$ cat config.mk
export PLATFORM = sky130hd
export DESIGN_NAME = i2c_master_register_access
export DESIGN_NICKNAME = d
export VERILOG_FILES = /design/src/design/i2cma_pkg.sv /design/src/design/i2cma_step_decode.sv /design/src/design/i2c_master_register_access.sv
export SDC_FILE = /design/constraint.sdc
export NUM_CORES = 1
export LEC_CHECK = 0
export BUFFER_PORTS_ARGS = -buffer_cell sky130_fd_sc_hd__buf_2
export CAP_MARGIN = 20
export CORE_ASPECT_RATIO = 0.9
export CORE_MARGIN = 2
export CORE_UTILIZATION = 50
export CTS_BUF_LIST = sky130_fd_sc_hd__clkbuf_4
export DETAILED_ROUTE_END_ITERATION = 16
export PLACE_DENSITY_LB_ADDON = 0.12
export SLEW_MARGIN = 15
export SYNTH_ARGS = -nofsm -noshare
export SYNTH_HDL_FRONTEND = slang
export SYNTH_SLANG_ARGS = --single-unit
$ cat constraint.sdc
create_clock -name clock -period 11.5 [get_ports clock]
set_clock_uncertainty 0.2 [all_clocks]
set_input_delay 1.725 -clock clock [delete_from_list [all_inputs] [get_ports clock]]
set_output_delay 1.725 -clock clock [all_outputs]
set_load 0.02 [all_outputs]
$ cat src/design/i2cma_pkg.sv
// ----------------------------------------------------------------------------
// i2cma_pkg: shared types and constants for the I2C register access master
// Step counts, request codes, register indexes and the pin action record.
// ----------------------------------------------------------------------------
package i2cma_pkg;

   localparam int DIVIDER_WIDTH = 16;
   localparam int TICKS_WIDTH   = 16;
   // compare width: wide enough for the divider count plus one and the hold
   localparam int CMP_WIDTH = (DIVIDER_WIDTH + 1 > TICKS_WIDTH) ?
                              DIVIDER_WIDTH + 1 : TICKS_WIDTH;

   localparam logic [6:0] WRITE_STEPS = 7'd91;
   localparam logic [6:0] READ_STEPS  = 7'd123;

   localparam logic [1:0] OP_TICK  = 2'd0;
   localparam logic [1:0] OP_WRITE = 2'd1;
   localparam logic [1:0] OP_READ  = 2'd2;

   localparam logic CSR_DEVICE_ADDRESS = 1'b0;
   localparam logic CSR_STEP_TICKS     = 1'b1;

   typedef enum logic [1:0] {
      ACT_SDA  = 2'd0,   // drive SDA to value
      ACT_SCL  = 2'd1,   // drive SCL to value
      ACT_ACK  = 2'd2,   // sample ACK into slot
      ACT_RECV = 2'd3    // shift sampled bit into receive byte
   } act_type;

   typedef struct packed {
      act_type    act;
      logic       value;
      logic [1:0] slot;
   } step_action_type;

endpackage

$ cat src/design/i2cma_step_decode.sv
// ----------------------------------------------------------------------------
// i2cma_step_decode: pin action lookup for one step of the sequence
// Maps a 0-based step position to the segment, offset and pin action.
// ----------------------------------------------------------------------------
module i2cma_step_decode
   import i2cma_pkg::*;
(
   input  logic [6:0]      pos,
   input  logic            is_read,
   input  logic [6:0]      device_address,
   input  logic [7:0]      reg_byte,
   input  logic [7:0]      data_byte,
   output step_action_type action
);

   typedef enum logic [2:0] {
      SEG_START = 3'd0,
      SEG_BYTE  = 3'd1,
      SEG_ACK   = 3'd2,
      SEG_RECV  = 3'd3,
      SEG_NACK  = 3'd4,
      SEG_STOP  = 3'd5
   } seg_type;

   seg_type    seg;
   logic [6:0] base;
   logic [1:0] slot;
   logic [7:0] tx_byte;
   logic [4:0] offs;
   logic [4:0] offs_adj;
   logic [8:0] mul;
   logic [2:0] bit_q;
   logic [1:0] bit_r;
   logic [4:0] three_q;

   always_comb begin
      seg     = SEG_STOP;
      base    = 7'd0;
      slot    = 2'd0;
      tx_byte = data_byte;
      priority if (pos < 7'd4) begin
         seg = SEG_START;
      end else if (pos < 7'd28) begin
         seg = SEG_BYTE; base = 7'd4; tx_byte = {device_address, 1'b0};
      end else if (pos < 7'd32) begin
         seg = SEG_ACK; base = 7'd28;
      end else if (pos < 7'd56) begin
         seg = SEG_BYTE; base = 7'd32; tx_byte = reg_byte;
      end else if (pos < 7'd60) begin
         seg = SEG_ACK; base = 7'd56; slot = 2'd1;
      end else if (!is_read) begin
         priority if (pos < 7'd84) begin
            seg = SEG_BYTE; base = 7'd60; tx_byte = data_byte;
         end else if (pos < 7'd88) begin
            seg = SEG_ACK; base = 7'd84; slot = 2'd2;
         end else begin
            seg = SEG_STOP; base = 7'd88;
         end
      end else begin
         priority if (pos < 7'd64) begin
            seg = SEG_START; base = 7'd60;
         end else if (pos < 7'd88) begin
            seg = SEG_BYTE; base = 7'd64; tx_byte = {device_address, 1'b1};
         end else if (pos < 7'd92) begin
            seg = SEG_ACK; base = 7'd88; slot = 2'd2;
         end else if (pos < 7'd117) begin
            seg = SEG_RECV; base = 7'd92;
         end else if (pos < 7'd120) begin
            seg = SEG_NACK; base = 7'd117;
         end else begin
            seg = SEG_STOP; base = 7'd120;
         end
      end
   end

   always_comb begin
      logic [6:0] diff;
      diff     = pos - base;
      offs     = diff[4:0];
      // receive bits start one step into the segment
      offs_adj = (seg == SEG_RECV) ? offs - 5'd1 : offs;
      // divide by 3 through reciprocal, exact over the 24 byte offsets
      mul      = {4'd0, offs_adj} * 9'd11;
      bit_q    = mul[7:5];
      three_q  = {2'd0, bit_q} + {1'b0, bit_q, 1'b0};
      bit_r    = 2'(offs_adj - three_q);
   end

   always_comb begin
      action.act   = ACT_SCL;
      action.value = 1'b0;
      action.slot  = slot;
      unique case (seg)
         SEG_START: begin
            unique case (offs[1:0])
               2'd0: begin action.act = ACT_SDA; action.value = 1'b1; end
               2'd1: begin action.act = ACT_SCL; action.value = 1'b1; end
               2'd2: begin action.act = ACT_SDA; action.value = 1'b0; end
               default: begin action.act = ACT_SCL; action.value = 1'b0; end
            endcase
         end
         SEG_ACK: begin
            unique case (offs[1:0])
               2'd0: begin action.act = ACT_SDA; action.value = 1'b1; end
               2'd1: begin action.act = ACT_SCL; action.value = 1'b1; end
               2'd2: action.act = ACT_ACK;
               default: begin action.act = ACT_SCL; action.value = 1'b0; end
            endcase
         end
         SEG_RECV: begin
            if (offs == 5'd0) begin
               action.act = ACT_SDA; action.value = 1'b1;
            end else begin
               unique case (bit_r)
                  2'd0: begin action.act = ACT_SCL; action.value = 1'b1; end
                  2'd1: action.act = ACT_RECV;
                  default: begin action.act = ACT_SCL; action.value = 1'b0; end
               endcase
            end
         end
         SEG_NACK: begin
            unique case (offs[1:0])
               2'd0: begin action.act = ACT_SDA; action.value = 1'b1; end
               2'd1: begin action.act = ACT_SCL; action.value = 1'b1; end
               default: begin action.act = ACT_SCL; action.value = 1'b0; end
            endcase
         end
         SEG_STOP: begin
            unique case (offs[1:0])
               2'd0: begin action.act = ACT_SDA; action.value = 1'b0; end
               2'd1: begin action.act = ACT_SCL; action.value = 1'b1; end
               default: begin action.act = ACT_SDA; action.value = 1'b1; end
            endcase
         end
         SEG_BYTE: begin
            unique case (bit_r)
               2'd0: begin action.act = ACT_SDA; action.value = tx_byte[3'd7 - bit_q]; end
               2'd1: begin action.act = ACT_SCL; action.value = 1'b1; end
               default: begin action.act = ACT_SCL; action.value = 1'b0; end
            endcase
         end
         default: begin action.act = ACT_SCL; action.value = 1'b0; end
      endcase
   end

endmodule

$ cat src/design/i2c_master_register_access.sv
// ----------------------------------------------------------------------------
// i2c_master_register_access: bit-banged I2C single-register master
// Steps SCL/SDA through a write or read transaction, one request per tick.
// ----------------------------------------------------------------------------
// Usage:
//  - Each req_ request is one tick: operation 0 is a plain tick, 1 starts a
//    register write (reg_address, write_data latched), 2 starts a register
//    read. sda_in is the sampled SDA level for that tick.
//  - Every accepted request yields exactly one rsp_ response holding the pin
//    drives, busy/done flags, receive byte, missing-ACK flags and refusal.
//  - Latency: the response is valid the cycle after the request is taken.
//  - Throughput: one request per cycle while req_stall is low; the state
//    update is a single pass through the step decoder between the state
//    registers and the response register.
//  - A write runs 91 pin steps, a read 123, each held step_ticks ticks (zero acts as one).
//  - A start while busy is ignored and flagged with command_refused.
//  - csr_ writes set device_address (index 0) and step_ticks (index 1).
//  - Reset returns to idle with both pins released; no clearing pass.
//  - When rsp_stall is high with a response pending, req_stall rises and the
//    response is held; a request is still taken while the pending response
//    leaves in the same cycle.
// ----------------------------------------------------------------------------
module i2c_master_register_access
   import i2cma_pkg::*;
(
   input  logic        clock,
   input  logic        reset,
   // request channel
   input  logic        req_valid,
   output logic        req_stall,
   input  logic [1:0]  req_operation,
   input  logic [7:0]  req_reg_address,
   input  logic [7:0]  req_write_data,
   input  logic        req_sda_in,
   // response channel
   output logic        rsp_valid,
   input  logic        rsp_stall,
   output logic        rsp_scl_out,
   output logic        rsp_sda_out,
   output logic        rsp_busy_res,
   output logic        rsp_done_res,
   output logic [7:0]  rsp_read_data,
   output logic [2:0]  rsp_ack_missing,
   output logic        rsp_command_refused,
   // configuration
   input  logic        csr_write_enable,
   input  logic        csr_index,
   input  logic [15:0] csr_write_data
);

   // configuration registers
   logic [6:0]  device_address_ff;
   logic [15:0] step_ticks_ff;

   // transaction state
   logic [6:0]               step_index_ff, step_index_in;
   logic                     is_read_ff, is_read_in;
   logic [7:0]               held_reg_ff, held_reg_in;
   logic [7:0]               held_data_ff, held_data_in;
   logic [7:0]               rx_shift_ff, rx_shift_in;
   logic [2:0]               ack_ff, ack_in;
   logic [DIVIDER_WIDTH-1:0] div_ff, div_in;
   logic                     scl_ff, scl_in;
   logic                     sda_ff, sda_in;

   // response register
   logic       rsp_valid_ff;
   logic       rsp_scl_ff, rsp_sda_ff, rsp_busy_ff, rsp_done_ff, rsp_refused_ff;
   logic [7:0] rsp_read_ff;
   logic [2:0] rsp_ack_ff;

   logic done_in, refused_in;
   logic accept, idle, is_start, apply_en;
   logic [6:0] dec_pos;
   logic dec_is_read;
   step_action_type action;
   logic [CMP_WIDTH-1:0] cnt, hold, limit;
   logic [6:0] total;

   assign req_stall = rsp_valid_ff && rsp_stall;
   assign accept    = req_valid && !req_stall;
   assign idle      = (step_index_ff == 7'd0);
   assign is_start  = (req_operation == OP_WRITE) || (req_operation == OP_READ);

   // position of the step being entered this tick
   assign dec_pos     = idle ? 7'd0 : step_index_ff;
   assign dec_is_read = idle ? (req_operation == OP_READ) : is_read_ff;

   i2cma_step_decode u_decode (
      .pos            (dec_pos),
      .is_read        (dec_is_read),
      .device_address (device_address_ff),
      .reg_byte       (held_reg_ff),
      .data_byte      (held_data_ff),
      .action         (action)
   );

   assign cnt   = CMP_WIDTH'(div_ff) + CMP_WIDTH'(1'b1);
   assign hold  = (step_ticks_ff == 16'd0) ? CMP_WIDTH'(1'b1) : CMP_WIDTH'(step_ticks_ff);
   assign limit = CMP_WIDTH'(1'b1) << DIVIDER_WIDTH;
   assign total = is_read_ff ? READ_STEPS : WRITE_STEPS;

   always_comb begin
      step_index_in = step_index_ff;
      is_read_in    = is_read_ff;
      held_reg_in   = held_reg_ff;
      held_data_in  = held_data_ff;
      rx_shift_in   = rx_shift_ff;
      ack_in        = ack_ff;
      div_in        = div_ff;
      scl_in        = scl_ff;
      sda_in        = sda_ff;
      done_in       = 1'b0;
      refused_in    = 1'b0;
      apply_en      = 1'b0;
      if (accept) begin
         if (idle) begin
            if (is_start) begin
               is_read_in  = (req_operation == OP_READ);
               held_reg_in = req_reg_address;
               if (req_operation == OP_WRITE) begin
                  held_data_in = req_write_data;
               end else begin
                  rx_shift_in = 8'd0;
               end
               ack_in        = 3'd0;
               div_in        = '0;
               step_index_in = 7'd1;
               apply_en      = 1'b1;
            end
         end else begin
            refused_in = is_start;
            if ((cnt >= hold) || (cnt >= limit)) begin
               div_in = '0;
               if (step_index_ff >= total) begin
                  step_index_in = 7'd0;
                  done_in       = 1'b1;
               end else begin
                  apply_en      = 1'b1;
                  step_index_in = step_index_ff + 7'd1;
               end
            end else begin
               div_in = cnt[DIVIDER_WIDTH-1:0];
            end
         end
      end
      // pin action of the step just entered
      if (apply_en) begin
         unique case (action.act)
            ACT_SDA:  sda_in = action.value;
            ACT_SCL:  scl_in = action.value;
            ACT_ACK: begin
               if (req_sda_in) ack_in = ack_in | (3'b001 << action.slot);
            end
            ACT_RECV: rx_shift_in = {rx_shift_in[6:0], req_sda_in};
            default:  sda_in = sda_ff;
         endcase
      end
   end

   always_ff @(posedge clock) begin
      if (reset) begin
         device_address_ff <= 7'd97;
         step_ticks_ff     <= 16'd1;
         step_index_ff     <= 7'd0;
         is_read_ff        <= 1'b0;
         held_reg_ff       <= 8'd0;
         held_data_ff      <= 8'd0;
         rx_shift_ff       <= 8'd0;
         ack_ff            <= 3'd0;
         div_ff            <= '0;
         scl_ff            <= 1'b1;
         sda_ff            <= 1'b1;
         rsp_valid_ff      <= 1'b0;
      end else begin
         if (csr_write_enable) begin
            unique case (csr_index)
               CSR_DEVICE_ADDRESS: device_address_ff <= csr_write_data[6:0];
               CSR_STEP_TICKS:     step_ticks_ff     <= csr_write_data;
               default:            step_ticks_ff     <= step_ticks_ff;
            endcase
         end
         step_index_ff <= step_index_in;
         is_read_ff    <= is_read_in;
         held_reg_ff   <= held_reg_in;
         held_data_ff  <= held_data_in;
         rx_shift_ff   <= rx_shift_in;
         ack_ff        <= ack_in;
         div_ff        <= div_in;
         scl_ff        <= scl_in;
         sda_ff        <= sda_in;
         if (accept) begin
            rsp_valid_ff <= 1'b1;
         end else if (!rsp_stall) begin
            rsp_valid_ff <= 1'b0;
         end
      end
   end

   // response payload, loaded with the post-tick state
   always_ff @(posedge clock) begin
      if (accept) begin
         rsp_scl_ff     <= scl_in;
         rsp_sda_ff     <= sda_in;
         rsp_busy_ff    <= (step_index_in != 7'd0);
         rsp_done_ff    <= done_in;
         rsp_read_ff    <= rx_shift_in;
         rsp_ack_ff     <= ack_in;
         rsp_refused_ff <= refused_in;
      end
   end

   assign rsp_valid           = rsp_valid_ff;
   assign rsp_scl_out         = rsp_scl_ff;
   assign rsp_sda_out         = rsp_sda_ff;
   assign rsp_busy_res        = rsp_busy_ff;
   assign rsp_done_res        = rsp_done_ff;
   assign rsp_read_data       = rsp_read_ff;
   assign rsp_ack_missing     = rsp_ack_ff;
   assign rsp_command_refused = rsp_refused_ff;

   // step index never runs past the longest sequence
   a_step_range: assert property (@(posedge clock) disable iff (reset)
      step_index_ff <= READ_STEPS)
      else $error("step index out of range");

   // divider is parked at zero while idle
   a_idle_div: assert property (@(posedge clock) disable iff (reset)
      (step_index_ff == 7'd0) |-> (div_ff == '0))
      else $error("divider running while idle");

   // a write never reaches read-only step numbers
   a_write_len: assert property (@(posedge clock) disable iff (reset)
      !is_read_ff |-> (step_index_ff <= WRITE_STEPS))
      else $error("write sequence overran");

   // done only reported alongside not busy
   a_done_idle: assert property (@(posedge clock) disable iff (reset)
      (rsp_valid_ff && rsp_done_ff) |-> !rsp_busy_ff)
      else $error("done while busy");

   // an accepted request always leaves a response pending
   a_rsp_follows: assert property (@(posedge clock) disable iff (reset)
      accept |=> rsp_valid_ff)
      else $error("response lost");

endmodule

Word-level counts from Yosys, hierarchy flattened. Index checks and enable logic that the tools add are counted.

Register bits after elaboration: 93. Input bits: 41. Output and inout port bits: 18. Word-level logic and storage cells: 175.

Add/subtract/negate cells: 7. Multiply operators: 1. Magnitude comparators: 15. Equality and inequality tests: 15. Shift-type cells: 1. Mux-type cells: 94. Bitwise operators: 3. Reduce and logical (&&, ||, !) cells: 20.

Operators with widths (number): $mux W8 (14); $mux W16 (4); $mux W3 (19); $mux W5 (10); $lt A7 B7 Y1 const B (6); $mux W7 (6); $mux W2 (12); $lt A7 B6 Y1 const B (3); $pmux W3 S6 (1); $add A16 B1 Y17 const B (1); $ge A17 B16 Y1 (1); $ge A17 B17 Y1 const B (1); $mux W1 (17); $logic_not A16 Y1 (1); $mux W4 (4); $pmux W2 S2 (4); $eq A2 B1 Y1 const B (4); $eq A2 B2 Y1 const B (4); $mul A5 B4 Y8 const B (1); $add A7 B1 Y7 const B (1); $ge A7 B7 Y1 (1); $logic_not A7 Y1 (1); $lt A7 B3 Y1 const B (1); $lt A7 B5 Y1 const B (1); other kinds (27) (38).

Longest topological paths before layout. Gate-level depths: netlist (run 1).

Depth after elaboration: 27. Depth in mapped cells: 32. Mapped depth without buffers: 31.

Hierarchy. Synthesis (run 1) repeated with hierarchy kept, for this count alone.

Cells, all modules: 720. Area, all modules: 5969.5 um^2.

By module, submodules not included: i2c_master_register_access (times used 1, cells each 516, area each 4483.0 um^2, sequential area each 2021.9 um^2); i2cma_step_decode (times used 1, cells each 204, area each 1486.4 um^2, sequential area each 0.0 um^2).

Worst setup path before layout (run 1). OpenSTA, ideal clock, no wires.

Path kind: input port to flip-flop. From: in req_operation[0]. To: reg rsp_sda_ff, in the netlist rsp_sda_out, data pin. Setup time: 0.265 ns. Arrival time: 7.335 ns. Data required time: 11.035 ns. Slack: 3.700 ns. Stages on the path: 31. Buffers on the path: 2. Cell sequence: inv_1 > ha_1 > nand3_1 > and2_1 > nand2b_1 > a21oi_1 > o21ai_0 > and3_1 > ha_1 > inv_1 > a221oi_1 > or3_1 > and2_1 > xnor2_1 > ha_1 > inv_1 > fa_1 > inv_1 > ha_1 > nor2b_1 > a221oi_1 > o211ai_1 > buf_2 > ha_1 > xor2_2 > xnor2_2 > mux2_2 > and2_1 > buf_2 > nor4_1 > nor2_1.

Word-level cells in the longest chain between the ends: 21. Elaborated cells on any way between the ends: 60. Those cells by class: add/sub (5); mul (1); eq/ne (10); mux (37); reduce/logical (7).

Ends and longest elaborated chain: from (decl) (RTL line i2c_master_register_access.sv:31) `input logic [1:0] req_operation,`; $eq A2 B2 Y1 (RTL line i2c_master_register_access.sv:83, i2c_master_register_access.sv:87); $mux W1 (RTL line i2c_master_register_access.sv:87) `assign dec_is_read = idle ? (req_operation == OP_READ) : is_read_ff;`; $mux W5 (RTL line i2cma_step_decode.sv:51) `end else if (!is_read) begin`; $mux W5 (RTL line i2cma_step_decode.sv:49) `end else if (pos < 7'd60) begin`; $mux W5 (RTL line i2cma_step_decode.sv:47) `end else if (pos < 7'd56) begin`; $mux W5 (RTL line i2cma_step_decode.sv:45) `end else if (pos < 7'd32) begin`; $mux W5 (RTL line i2cma_step_decode.sv:43) `end else if (pos < 7'd28) begin`; $mux W5 (RTL line i2cma_step_decode.sv:41) `priority if (pos < 7'd4) begin`; (+6 left out); $eq A2 B1 Y1 (RTL line i2cma_step_decode.sv:114, i2cma_step_decode.sv:136); $mux W2 (RTL line i2cma_step_decode.sv:114) `unique case (bit_r)`; $mux W3 (RTL line i2cma_step_decode.sv:111) `if (offs == 5'd0) begin`; $pmux W3 S6 (RTL line i2cma_step_decode.sv:93) `unique case (seg)`; $logic_not A2 Y1 (RTL line i2c_master_register_access.sv:149) `unique case (action.act)`; $mux W1 (RTL line i2c_master_register_access.sv:149); $mux W1 (*) (RTL line i2c_master_register_access.sv:148) `if (apply_en) begin`; named net sda_in (RTL line i2c_master_register_access.sv:64) `logic sda_ff, sda_in;`; to (signal assigned) (RTL line i2c_master_register_access.sv:204) `rsp_sda_ff <= sda_in;`; to (decl) (RTL line i2c_master_register_access.sv:68) `logic rsp_scl_ff, rsp_sda_ff, rsp_busy_ff, rsp_done_ff, rsp_refused_ff;`.

Mark *: on every way through the listed nets, which the timed path passes. The rest lies on a longest branch. The select of a mux whose other input is x is not followed. A chain may end at the register's enable or synchronous reset.

Worst setup path after layout (run 1).
From: in req_operation[0]. To: reg rsp_ack_ff[0], in the netlist rsp_ack_missing[0], data pin.

Word-level cells in the longest chain between the ends: 21. Elaborated cells on any way between the ends: 60. Those cells by class: add/sub (4); mul (1); eq/ne (11); shift (1); mux (37); bitwise (1); reduce/logical (5).

Ends and longest elaborated chain: $eq A2 B2 Y1 (RTL line i2c_master_register_access.sv:83, i2c_master_register_access.sv:87); $mux W1 (RTL line i2c_master_register_access.sv:87); $mux W5 (RTL line i2cma_step_decode.sv:51); $mux W5 (RTL line i2cma_step_decode.sv:49); $mux W5 (RTL line i2cma_step_decode.sv:47); $mux W5 (RTL line i2cma_step_decode.sv:45); $mux W5 (RTL line i2cma_step_decode.sv:43); $mux W5 (RTL line i2cma_step_decode.sv:41); (+6 left out); $eq A2 B1 Y1 (RTL line i2cma_step_decode.sv:114, i2cma_step_decode.sv:136); $mux W2 (RTL line i2cma_step_decode.sv:114); $mux W3 (RTL line i2cma_step_decode.sv:111); $pmux W3 S6 (RTL line i2cma_step_decode.sv:93); $eq A2 B2 Y1 (RTL line i2c_master_register_access.sv:149); $mux W3 (RTL line i2c_master_register_access.sv:149); $mux W3 (*) (RTL line i2c_master_register_access.sv:148); named net ack_in[0] (RTL line i2c_master_register_access.sv:61) `logic [2:0] ack_ff, ack_in;`; to (signal assigned) (RTL line i2c_master_register_access.sv:208) `rsp_ack_ff <= ack_in;`; to (decl) (RTL line i2c_master_register_access.sv:70) `logic [2:0] rsp_ack_ff;`.

Mark *: on every way through the listed nets, which the timed path passes. The rest lies on a longest branch.

==> results of run 1 <==
how the worst max path moves through the flow:
stage | slack, ns | depth (start not counted) | to
6_report | 3.09 | 30 | rsp_ack_missing[0]
5_1_grt | 2.61 | 30 | ack_ff[0]
4_1_cts | 3.23 | 30 | rsp_ack_missing[0]
3_5_place_dp | 2.72 | 30 | rsp_ack_missing[0]
3_3_place_gp | 3.02 | 30 | rsp_ack_missing[0]
2_1_floorplan | 3.70 | 31 | rsp_sda_out
cell families after synthesis:
| family | count (synthesis) | synth area share, % |
|---|---|---|
| buf+inv | 93 | 5.85 |
| compound gates | 220 | 22.8 |
| fa+ha+maj | 44 | 8.76 |
| simple gates | 316 | 23.4 |
| mux | 18 | 3.18 |
| flops | 93 | 31.7 |
| xor+xnor | 28 | 4.30 |
cell usage in the layout (no fill, tap or decap), types with 7 or more instances in the layout:
master and count:
nand2_1 116, dfxtp_1 77, a21oi_1 75, nor2_1 67, buf_2 58, inv_1 48
nand3_1 43, ha_1 43, o21ai_0 28, a22oi_1 23, xnor2_1 18, edfxtp_1 16
and3_1 13, nand2b_1 12, mux2i_1 12, and2_1 11, o211ai_1 9, clkbuf_4 9
nor3_1 8, nand4_1 8, xor2_1 7, or3_1 7, a31oi_1 7
through the flow:
step	worst slack [ns]	area (sq um)	utilization [%]	power, mW	instances
2_1_floorplan	3.70	6370	-	0.413	812
4_1_cts	3.23	6840	54.5	0.596	1012
5_1_grt	2.61	6840	54.5	0.621	1013
3_5_place_dp	2.72	6730	53.6	0.442	996
3_3_place_gp	3.02	6720	53.6	0.440	995
6_report	3.09	6840	54.5	0.591	1013
metal layers:
metal	global-route usage, %	routed length [um]	up-vias
met3	4.63	1070	14
met4	5.52	154	0
met2	37.4	7270	230
met1	35.5	7880	2826
li1	-	-	2972
met5	0	0	-
layout make-up:
type,count,area share [%]
Clock buffer,9,0.988
Timing Repair Buffer,65,5.07
Antenna cell,1,0.0366
Multi-Input combinational cell,626,58.1
Sequential cell,93,29.6
Inverter,48,2.63
Clock inverter,7,0.622
Tap cell,164,3.00
sequential cells by signal, indices dropped and copies added, names as in the netlist, 3 cells and up:
| name | flops |
|---|---|
| device_address_ff | 7 |
| step_index_ff | 7 |
| held_data_ff | 8 |
| rsp_read_data | 8 |
| held_reg_ff | 8 |
| rsp_ack_missing | 3 |
| ack_ff | 3 |
| step_ticks_ff | 16 |
| div_ff | 16 |
| rx_shift_ff | 8 |
critical path: cells and delay by family:
| kind | cells | cell delay, ns |
|---|---|---|
| compound gates | 7 | 1.69 |
| xor+xnor | 3 | 0.68 |
| fa+ha+maj | 5 | 1.77 |
| buf+inv | 5 | 0.32 |
| mux | 1 | 0.38 |
| simple gates | 9 | 1.96 |
where the power goes:
group	switching [mW]	leakage [nW]	internal, mW
clock	0.112	0.0651	0.0432
sequential	0.00721	0.778	0.342
combinational	0.0556	2.02	0.0313
total	0.175	2.87	0.416
==> impl_metrics.env, run 1 <==
export IMPL_wl_mm=16.4
export IMPL_min_from="held_reg_ff[7]"
export IMPL_gp_congestion=0.946
export IMPL_cts_tree="done"
export IMPL_r2r_setup_slack_ns=3.43
export IMPL_setup_violations=0
export IMPL_cp_end_kind="flip-flop"
export IMPL_core_sq_um=12500
export IMPL_ios=59
export IMPL_crit_fanout=11
export IMPL_synth_main_ff_cell="dfxtp_1"
export IMPL_grt_max_degree=66
export IMPL_period_share_pct=73.1
export IMPL_ys_types=74
export IMPL_seq_area_frac_synth_pct=31.7
export IMPL_nets=928
export IMPL_worstPathRequired_ns=11.65
export IMPL_min_period_ns=8.41
export IMPL_hold_ws_ns=0.267
export IMPL_yosysMostFrequentCell="nand2_1"
export IMPL_status="completed"
export IMPL_worst_path_max_delay_cell="or4_4"
export IMPL_antenna_found_initial=1
export IMPL_cts_hold_buf=0
export IMPL_rows=39
export IMPL_regToRegEndpoint="rsp_ack_missing[0]"
export IMPL_drive_above_1_share_pct=12.0
export IMPL_place_port_buffers=58
export IMPL_grt_usage_pct=24.4
export IMPL_synth_common_cells="116 x nand2_1, 77 x dfxtp_1, 75 x a21oi_1, 67 x nor2_1, 48 x inv_1"
export IMPL_dpl_hpwl_mm=12.3
export IMPL_grt_pass1_vias=5437
export IMPL_cts_root_buf="clkbuf_4"
export IMPL_fmax_mhz=119
export IMPL_cpPeakStageDelay_ns=0.56
export IMPL_worstSkewPairLatency_ns=0.47
export IMPL_yosys_top_cells_area="dfxtp_1 24%, ha_1 8.4%, edfxtp_1 7.5%"
export IMPL_hold_viol=0
export IMPL_syn_area_per_cell_sq_um=7.84
export IMPL_multi_input_area_sq_um=3970
export IMPL_ctsHtreeMaxLevel=3
export IMPL_setup_tns_ns=0
export IMPL_synth_async_reset_ratio_pct=0
export IMPL_cp_startpoint="req_operation[0]"
export IMPL_overflow=0
export IMPL_max_slew_margin_pct=37.7
export IMPL_clkTransAtPathRegs_ns=0.13
export IMPL_syn_area_sq_um=6370
export IMPL_area_growth_pct=7.41
export IMPL_worstMarginPinSlew_ns=0.931
export IMPL_grt_pass1_wl_mm=26.8
export IMPL_syn_inst=812
export IMPL_cts_resized=0
export IMPL_dieArea_sq_um=13700
export IMPL_viasPerCell=5.96
export IMPL_drt_iter0_markers=550
export IMPL_synth_largest_area_cell="dfxtp_1"
export IMPL_dieWidth_um=123
export IMPL_die_h_um=111
export IMPL_clock_sinks=93
export IMPL_cts_setup_buffers=0
export IMPL_power_density_nw_per_um2=86.4
export IMPL_synth_nets=897
export IMPL_reg2reg_from="step_index_ff[2]"
export IMPL_slew_violations=0
export IMPL_nFillCells=1203
export IMPL_start_util_pct=50.8
export IMPL_drt_wirelength_per_cell_um=16.2
export IMPL_ff_latch_area_sq_um=2020
export IMPL_rsz0062_at_grt="no"
export IMPL_leakagePower_nw=2.87
export IMPL_drt_pre_antenna_iters=5
export IMPL_vias=6042
export IMPL_arrival_ns=8.56
export IMPL_clockBufferDepth=2
export IMPL_drc=0
export IMPL_reg2reg_depth=28
export IMPL_critPathKind="input pin to flip-flop"
export IMPL_synth_top_area_share_pct=24.2
export IMPL_synth_edf_count=16
export IMPL_maxCapViolations=0
export IMPL_startpoint_type="input pin"
export IMPL_ir_worst_vdd_v=0.0000795
export IMPL_yosysWarnings=0
export IMPL_cts_made_buffers=9
export IMPL_holdPathStages=2
export IMPL_min_to="held_reg_ff[7]"
export IMPL_antenna_left=0
export IMPL_synth_seq_cells=93
export IMPL_min_path_type="flip-flop to flip-flop"
Power figures use the tool's default switching activity.
==> run 2: changes to the inputs <==
--- a/config.mk
+++ b/config.mk
@@ -5,6 +5,7 @@
 export SDC_FILE = /design/constraint.sdc
 export NUM_CORES = 1
 export LEC_CHECK = 0
+export ABC_AREA = 1
 export BUFFER_PORTS_ARGS = -buffer_cell sky130_fd_sc_hd__buf_2
 export CAP_MARGIN = 20
 export CORE_ASPECT_RATIO = 0.9
==> constraint.sdc (replaced) <==
create_clock -name clock -period 7.35 [get_ports clock]
set_clock_uncertainty 0.2 [all_clocks]
set_input_delay 1.1025 -clock clock [delete_from_list [all_inputs] [get_ports clock]]
set_output_delay 1.1025 -clock clock [all_outputs]
set_load 0.02 [all_outputs]
==> run 2 against run 1 <==
Against the previous run:
- critical path depth increased by 3
- clock power increased by 100%
- global-route usage grew 0.83 points
- sequential cell count stayed put
- die area is 6.3% lower
- wire length down 6.1%
- area after synthesis down 6.6%
- first-iteration DRC count is 27% lower
- non-clock buffer count fell by 3
- count of clock-buffer cells in the layout increased by 2
- core utilization up 2.2 points
==> impl_metrics.env, run 2 <==
export IMPL_die_h_um=107
export IMPL_reg2reg_from="step_index_ff[5]"
export IMPL_dpl_hpwl_mm=11.8
export IMPL_ir_worst_vdd_v=0.000130
export IMPL_regToRegEndpoint="rsp_scl_out"
export IMPL_final_cell_mix="186 x nand2_1, 108 x inv_1, 84 x nor2_1, 77 x dfxtp_1, 66 x o21ai_0"
export IMPL_holdPathStages=2
export IMPL_fmax_mhz=151
export IMPL_seq_area_frac_synth_pct=34.0
export IMPL_cpPeakStageDelay_ns=0.56
export IMPL_start_util_pct=51.6
export IMPL_min_from="ack_ff[1]"
export IMPL_final_common_cell="nand2_1"
export IMPL_min_period_ns=6.64
export IMPL_clock_sinks=93
export IMPL_grt_pass1_wl_mm=25.9
export IMPL_synth_common_cells="186 x nand2_1, 109 x inv_1, 85 x nor2_1, 77 x dfxtp_1, 66 x o21ai_0"
export IMPL_synth_nets=935
export IMPL_grt_usage_pct=25.3
export IMPL_syn_area_sq_um=5950
export IMPL_core_sq_um=11500
export IMPL_drt_iter0_markers=402
export IMPL_antenna_left=0
export IMPL_drive_above_1_share_pct=14.0
export IMPL_leakagePower_nw=3.06
export IMPL_period_share_pct=90.4
export IMPL_hold_viol=0
export IMPL_nFillCells=1122
export IMPL_cts_resized=0
export IMPL_power_density_nw_per_um2=157
export IMPL_syn_inst=850
export IMPL_clockBufferDepth=2
export IMPL_arrival_ns=6.70
export IMPL_synth_main_ff_cell="dfxtp_1"
export IMPL_startpoint_type="flip-flop"
export IMPL_cts_root_buf="clkbuf_4"
export IMPL_postPlaceCellArea_sq_um=6360
export IMPL_finalInstanceArea_sq_um=6550
export IMPL_drt_pre_antenna_iters=5
export IMPL_viasPerCell=5.37
export IMPL_cts_setup_buffers=0
export IMPL_place_port_buffers=58
export IMPL_cp_top_family="simple AND/OR/NAND/NOR gates"
export IMPL_maxCapViolations=0
export IMPL_yosysWarnings=0
export IMPL_reg_largest_list="div_ff x16, step_ticks_ff x16"
export IMPL_diodes=0
export IMPL_cts_tree="done"
export IMPL_clkTransAtPathRegs_ns=0.16
export IMPL_min_to="ack_ff[1]"
export IMPL_synth_edf_count=16
export IMPL_slew_violations=0
export IMPL_overflow=0
export IMPL_ys_types=47
export IMPL_antenna_found_initial=0
export IMPL_drt_wirelength_per_cell_um=14.5
export IMPL_area_growth_pct=9.99
export IMPL_synth_largest_area_cell="dfxtp_1"
export IMPL_fin_cells=1062
export IMPL_setup_violations=0
export IMPL_synth_top_area_share_pct=25.9
export IMPL_worstSkewPairLatency_ns=0.47
export IMPL_power_mw=1.03
export IMPL_hold_ws_ns=0.286
export IMPL_rsz0062_at_grt="no"
export IMPL_cp_common_cell="nand2_2"
export IMPL_vias=5698
export IMPL_worst_path_max_delay_cell="dfxtp_1"
export IMPL_synth_async_reset_ratio_pct=0
export IMPL_dieWidth_um=119
export IMPL_yosys_top_cells_area="dfxtp_1 26%, nand2_1 12%, ha_1 9.0%"
export IMPL_rows=37
export IMPL_grt_pass1_vias=5458
export IMPL_pre_cts_slack_ns=0.617
export IMPL_ios=59
export IMPL_syn_area_per_cell_sq_um=7.00
export IMPL_cp_end_kind="flip-flop"
export IMPL_status="completed"
export IMPL_critPathBufInv=6
export IMPL_r2r_setup_slack_ns=0.71
export IMPL_crit_fanout=13
export IMPL_nets=986
export IMPL_critPathKind="flip-flop to flip-flop"
export IMPL_dieArea_sq_um=12800
export IMPL_ctsHtreeMaxLevel=3
export IMPL_cts_hold_buf=0
export IMPL_dp_cells=1044
export IMPL_worstPathRequired_ns=7.40
export IMPL_synth_seq_cells=93
export IMPL_wl_mm=15.4
export IMPL_final_core_util_pct=56.8
export IMPL_cts_made_buffers=9
export IMPL_gp_congestion=0.901
export IMPL_grt_max_degree=44
export IMPL_yosysMostFrequentCell="nand2_1"
export IMPL_worstMarginPinSlew_ns=0.930
export IMPL_max_slew_margin_pct=37.2
export IMPL_drc=0
export IMPL_reg2reg_depth=33
export IMPL_setup_tns_ns=0
export IMPL_min_path_type="flip-flop to flip-flop"
export IMPL_setup_ws_ns=0.705
run 2: worst min-delay path: cells and delay by family, from the launching register on:
kind,cells,cell delay (ns)
flops,1,0.33
compound gates,1,0.06
simple gates,1,0.07
run 2: cell families (layout without fill, tap and decap cells):
group,Yosys count,in the layout,share of synthesized area (%)
AO/OA/AOI/OAI,163,163,15.6
XOR/XNOR,21,21,3.09
AND/OR/NAND/NOR,388,388,28.9
buffers and inverters,141,197,9.08
flip-flops,93,93,34.0
adder cells (fa/ha/maj),44,44,9.38
run 2: worst max-delay path by stage:
stage	start	endpoint	slack, ns	cells after the start
finish	step_index_ff[5]	rsp_scl_out	0.71	33
global route	step_index_ff[5]	rsp_scl_out	0.14	36
CTS	step_index_ff[5]	rsp_scl_out	0.80	34
detailed placement	req_operation[0]	rsp_scl_out	0.62	35
global placement	req_operation[0]	rsp_sda_out	0.81	32
floorplan	req_operation[0]	rsp_scl_out	1.19	31
run 2: report_power, final:
group          switching, mW  internal, mW  total [mW]
registers             0.0150         0.541       0.556
clock network          0.192         0.118       0.310
logic                  0.112        0.0517       0.164
run 2: layout make-up:
cell class                      instances  area, sq um  area share [%]
Multi-Input combinational cell        616         3390            51.8
Sequential cell                        93         2020            30.9
Inverter                              119          447            6.82
Timing Repair Buffer                   62          340            5.20
Tap cell                              156          195            2.98
Clock buffer                           11         82.6            1.26
Clock inverter                          5         67.6            1.03
run 2: metal layers:
layer	track usage, %	wire length [um]	share of wire, %
met1	34.6	7470	49
met3	5.35	951	6.2
met4	7.23	201	1.3
met5	0	0	0
met2	40.4	6760	44
